**src/hw/rtl/vps_pkg.sv**
```systemverilog
package vps_pkg;

	localparam int COEF_W = 20;
	localparam int Q_W    = 32;
	localparam int SIZE_W = 12;
	localparam int IDX_W  = 3;
	localparam int CFG_W  = 60;

	// quotient bits resolved by the divider chain; larger quotients saturate anyway
	localparam int QB     = 34;
	localparam int REM_W  = 33;
	localparam int PROD_W = Q_W + SIZE_W;

	localparam logic [IDX_W-1:0] REG_M0     = 3'd0;
	localparam logic [IDX_W-1:0] REG_M1     = 3'd1;
	localparam logic [IDX_W-1:0] REG_M2     = 3'd2;
	localparam logic [IDX_W-1:0] REG_M3     = 3'd3;
	localparam logic [IDX_W-1:0] REG_M4     = 3'd4;
	localparam logic [IDX_W-1:0] REG_M5     = 3'd5;
	localparam logic [IDX_W-1:0] REG_WIDTH  = 3'd6;
	localparam logic [IDX_W-1:0] REG_HEIGHT = 3'd7;

	typedef struct packed {
		logic [REM_W-1:0] rem;
		logic [QB-1:0]    bits;
		logic [QB-1:0]    quo;
		logic [REM_W-1:0] den;
	} div_t;

	function automatic logic [Q_W-1:0] sat_q(input logic signed [39:0] x);
		logic [Q_W-1:0] r;
		if (x > 40'sd2147483647) begin
			r = 32'h7fff_ffff;
		end else if (x < -40'sd2147483648) begin
			r = 32'h8000_0000;
		end else begin
			r = x[Q_W-1:0];
		end
		return r;
	endfunction

endpackage

```
**src/hw/rtl/vps_div_cell.sv**
```systemverilog
module vps_div_cell (
	input  logic          clk,
	input  logic          en,
	input  vps_pkg::div_t din,
	output vps_pkg::div_t dout
);

	logic [vps_pkg::REM_W:0] t;
	logic [vps_pkg::REM_W:0] diff;
	logic                    ge;

	always_comb begin
		t    = {din.rem, din.bits[vps_pkg::QB-1]};
		ge   = t >= {1'b0, din.den};
		diff = t - {1'b0, din.den};
	end

	// remainder stays below the divisor, so the top bit drops
	always_ff @(posedge clk) begin
		if (en) begin
			dout.rem  <= ge ? diff[vps_pkg::REM_W-1:0] : t[vps_pkg::REM_W-1:0];
			dout.bits <= {din.bits[vps_pkg::QB-2:0], 1'b0};
			dout.quo  <= {din.quo[vps_pkg::QB-2:0], ge};
			dout.den  <= din.den;
		end
	end

endmodule

```
**config.mk**
```make
export PLATFORM = sky130hd
export DESIGN_NAME = vps_div_cell
export DESIGN_NICKNAME = d
export VERILOG_FILES = /design/src/hw/rtl/vps_pkg.sv /design/src/hw/rtl/vps_div_cell.sv
export SDC_FILE = /design/constraint.sdc
export NUM_CORES = 1
export LEC_CHECK = 0
export ABC_AREA = 1
export BUFFER_PORTS_ARGS = -buffer_cell sky130_fd_sc_hd__buf_2
export CAP_MARGIN = 0
export CORE_ASPECT_RATIO = 0.5
export CORE_UTILIZATION = 40
export CTS_CLUSTER_SIZE = 30
export DETAILED_ROUTE_END_ITERATION = 10
export PLACE_DENSITY = 0.77
export SLEW_MARGIN = 0
export SYNTH_ARGS = -nofsm -noshare
export SYNTH_HDL_FRONTEND = slang
export SYNTH_SLANG_ARGS = --single-unit
export TNS_END_PERCENT = 1
```
**constraint.sdc**
```tcl
create_clock -name clk -period 2.06 [get_ports clk]
set_input_delay 0.103 -clock clk [delete_from_list [all_inputs] [get_ports clk]]
set_output_delay 0.103 -clock clk [all_outputs]
set_load 0.03 [all_outputs]
```
==> reports/results.tsv <==
stage	metric	value	unit
finish	fin_nets	1405	
timing	finalMaxSlewViolations	0	
grt	grt_util_all_layers	23.9	%
synthesis	synth_nets	984	
synthesis	synthFlopType	edfxtp_1	
timing	finalHoldViolCount	0	
synthesis	synth_edf_count	133	
critical_path	worstPathRequired	2.23	ns
drt	avgRoutedWirePerCell	16.1	microns
drt	via_count	7077	
finish	largest_reg_flops	133	
floorplanning	core.rowCount	34	
finish	regMostFlops	dout	
power_and_ir_drop	finalPower	0.00880	W
clock_tree	numClockSinks	133	
drt	wl	23800	microns
synthesis	synth_xor_area_share	1.68	%
drt	route.antenna.remaining_nets	0	
critical_path	path_cells	dlygate4sd3_1 > buf_2 > inv_2 > ha_4 > nand2_2 > nand2_2 > inv_2 > nand2_1 > nand2_1 > nand3_2 > nand2_2 > nand2_4 > nand2_8 > nand2_8 > buf_12 > nand3_2 > nand2_2	
job	maxCapViolCount	0	
critical_path	cp_common_cell	nand2_2	
timing	setup_viol	0	
finish	antenna_cells	0	
synthesis	synthAdderAreaFrac	5.91	%
drt	dr.pass1.iters	9	
synthesis	seq_area_frac_synth	54.6	%
finish	final_cells	1480	
status	status	finished, violations left	
floorplanning	die_w	193	microns
synthesis	synth_cells	814	
power_and_ir_drop	powerDensity	776	nW/um^2
clock_tree	path_clk_slew	0.06	ns
synthesis	synth.area.top_cells	edfxtp_1 55%, nand2_1 15%, inv_1 7.9%	
synthesis	muxShareOfSynthArea	0	%
place	hpwl	15900	microns
synthesis	synth-simple-area-share	26.8	%
drt	vias_per_cell	4.78	
grt	grt_first_pass_wirelength	35000	microns
finish	reg_top3	dout: 133 flops	
clock_tree	cts_root_buffer	clkbuf_16	
drt	drc_errors	18	
timing	fin_crit_sh	98.9	%
floorplanning	die-height	97.7	microns
clock_tree	tritoncts.num_buffers	17	
finish	drive_above_1_share	34.6	%
grt	grt_antenna_before_repair	0	
status	violations	DRC	
place	gp_congestion	0.938	
power_and_ir_drop	leakagePower	5.70	nW
grt	grt_pass1_vias	6912	
synthesis	ys_top_cells_by_count	289 x nand2_1, 155 x inv_1, 133 x edfxtp_1	
timing	fin_ws	0.0234	ns
floorplanning	coreArea	17700	sq um
finish	area_delta_synth_final	55.0	%
critical_path	critPathMaxFanout	8	
floorplanning	ios	270	
critical_path	cp.arrival	2.21	ns
synthesis	synth.ff_latch_count	133	
critical_path	end_kind	register	
critical_path	path_delay_family	buffers and inverters	
synthesis	postSynthAreaPerCell	8.99	sq um
floorplanning	initial_utilization	41.5	%
min_path	hold_class	in2reg	
floorplanning	die-area	18900	sq um
critical_path	critPathBufInv	5	
synthesis	synth_top_family_by_area	simple AND/OR/NAND/NOR gates	
grt	overflow	0	
synthesis	synth-compound-area-share	1.71	%
critical_path	startpoint_type	primary input	
synthesis	ys_types	31	
critical_path	critical_path_class	in2reg	
timing	tns	0	ns
timing	timing.fmax	491	MHz
synthesis	synth_top_area_share	54.6	%
clock_tree	cts.path.max_buffers	2	
drt	drt_iter0_drc	430	
clock_tree	cts_tree	done	
synthesis	synth_warnings	0	
place	pre_cts_slack	-0.0680	ns
place	dp_cells	1339	
synthesis	yosysMostFrequentCell	nand2_1	
synthesis	synthArstFlopShare	0	%
place	portBuffers	267	
timing	period_needed	2.04	ns
power_and_ir_drop	vdd_ir_drop_max	0.559	mV
critical_path	critPathSlowestCell	dlygate4sd3_1	
synthesis	syn-cell-area	7320	sq um
synthesis	synth_top_area_cell	edfxtp_1	
grt	grt_max_degree	52	
clock_tree	h-tree-depth	4	
critical_path	cpPeakStageDelay	0.55	ns
## worst paths after layout
path / from / slack [ns] / endpoint / cells after the start
worst max-delay path: din[5] / 0.02 / dout[118] / 17
worst min-delay path: din[30] / 0.0001 / dout[30] / 1
## cells in the final DEF (no fill, tap or decap), drive strengths merged, types with 2 or more instances in the layout
cell type,count
nor3,11
nand3b,10
buf,296
edfxtp,133
clkbuf,23
bufinv,2
nor2,41
xor2,13
nand3,69
a21o,2
a21oi,21
inv,165
dlygate4sd3,108
and2,5
dlymetal6s4s,3
clkinv,3
nand4,2
nand2,297
clkinvlp,2
ha,33
or2,2
## stage by stage
step | utilization [%] | area (sq um) | hold WS [ns]
floorplan | - | 7320 | 0.202
global placement | 52.1 | 9190 | 0.280
detailed placement | 52.1 | 9190 | 0.281
CTS | 61.6 | 10900 | 0.000608
global route | 64.2 | 11300 | 0.00588
finish | 64.2 | 11300 | 0.000115
## metal layers
metal | part of all wire [%] | vias to the layer above | GRT usage, %
li1 | - | 3432 | -
met1 | 43 | 3321 | 31.7
met2 | 48 | 292 | 39.9
met3 | 7.4 | 32 | 4.86
met4 | 1.4 | 0 | 6.40
met5 | 0 | - | 0
## cell type report
cell class	count	area [sq um]
timing repair buffer	412	2940
multi-input combinational	511	2940
inverter	160	603
fill	1390	6310
clock inverter	12	148
tap	234	293
clock buffer	18	429
sequential	133	3990
## report_power, final
group	total [W]	internal (W)	switching, W
clock network	0.00304	0.00180	0.00125
registers	0.00337	0.00330	0.0000770
logic	0.00239	0.000868	0.00152
total	0.00880	0.00596	0.00284
## kinds of logic (layout without fill, tap and decap cells)
group / count (synthesis) / after routing
AOI/OAI and AO/OA: 24 / 24
xor gates and xnor gates: 14 / 14
adders and majority gates: 34 / 34
buffers and inverters: 170 / 602
DFF: 133 / 133
other: 1 / 1
and+or+nand+nor: 438 / 438
## what timing repair did
| item | CTS | global route |
|---|---|---|
| resized for setup | 0 | 88 |
| hold endpoints to repair | 110 | 1 |
| setup buffers | 0 | 2 |
| setup endpoints to repair | 0 | 33 |
| hold buffers | 110 | 1 |
Note: power is estimated with default switching activity, not from simulation.
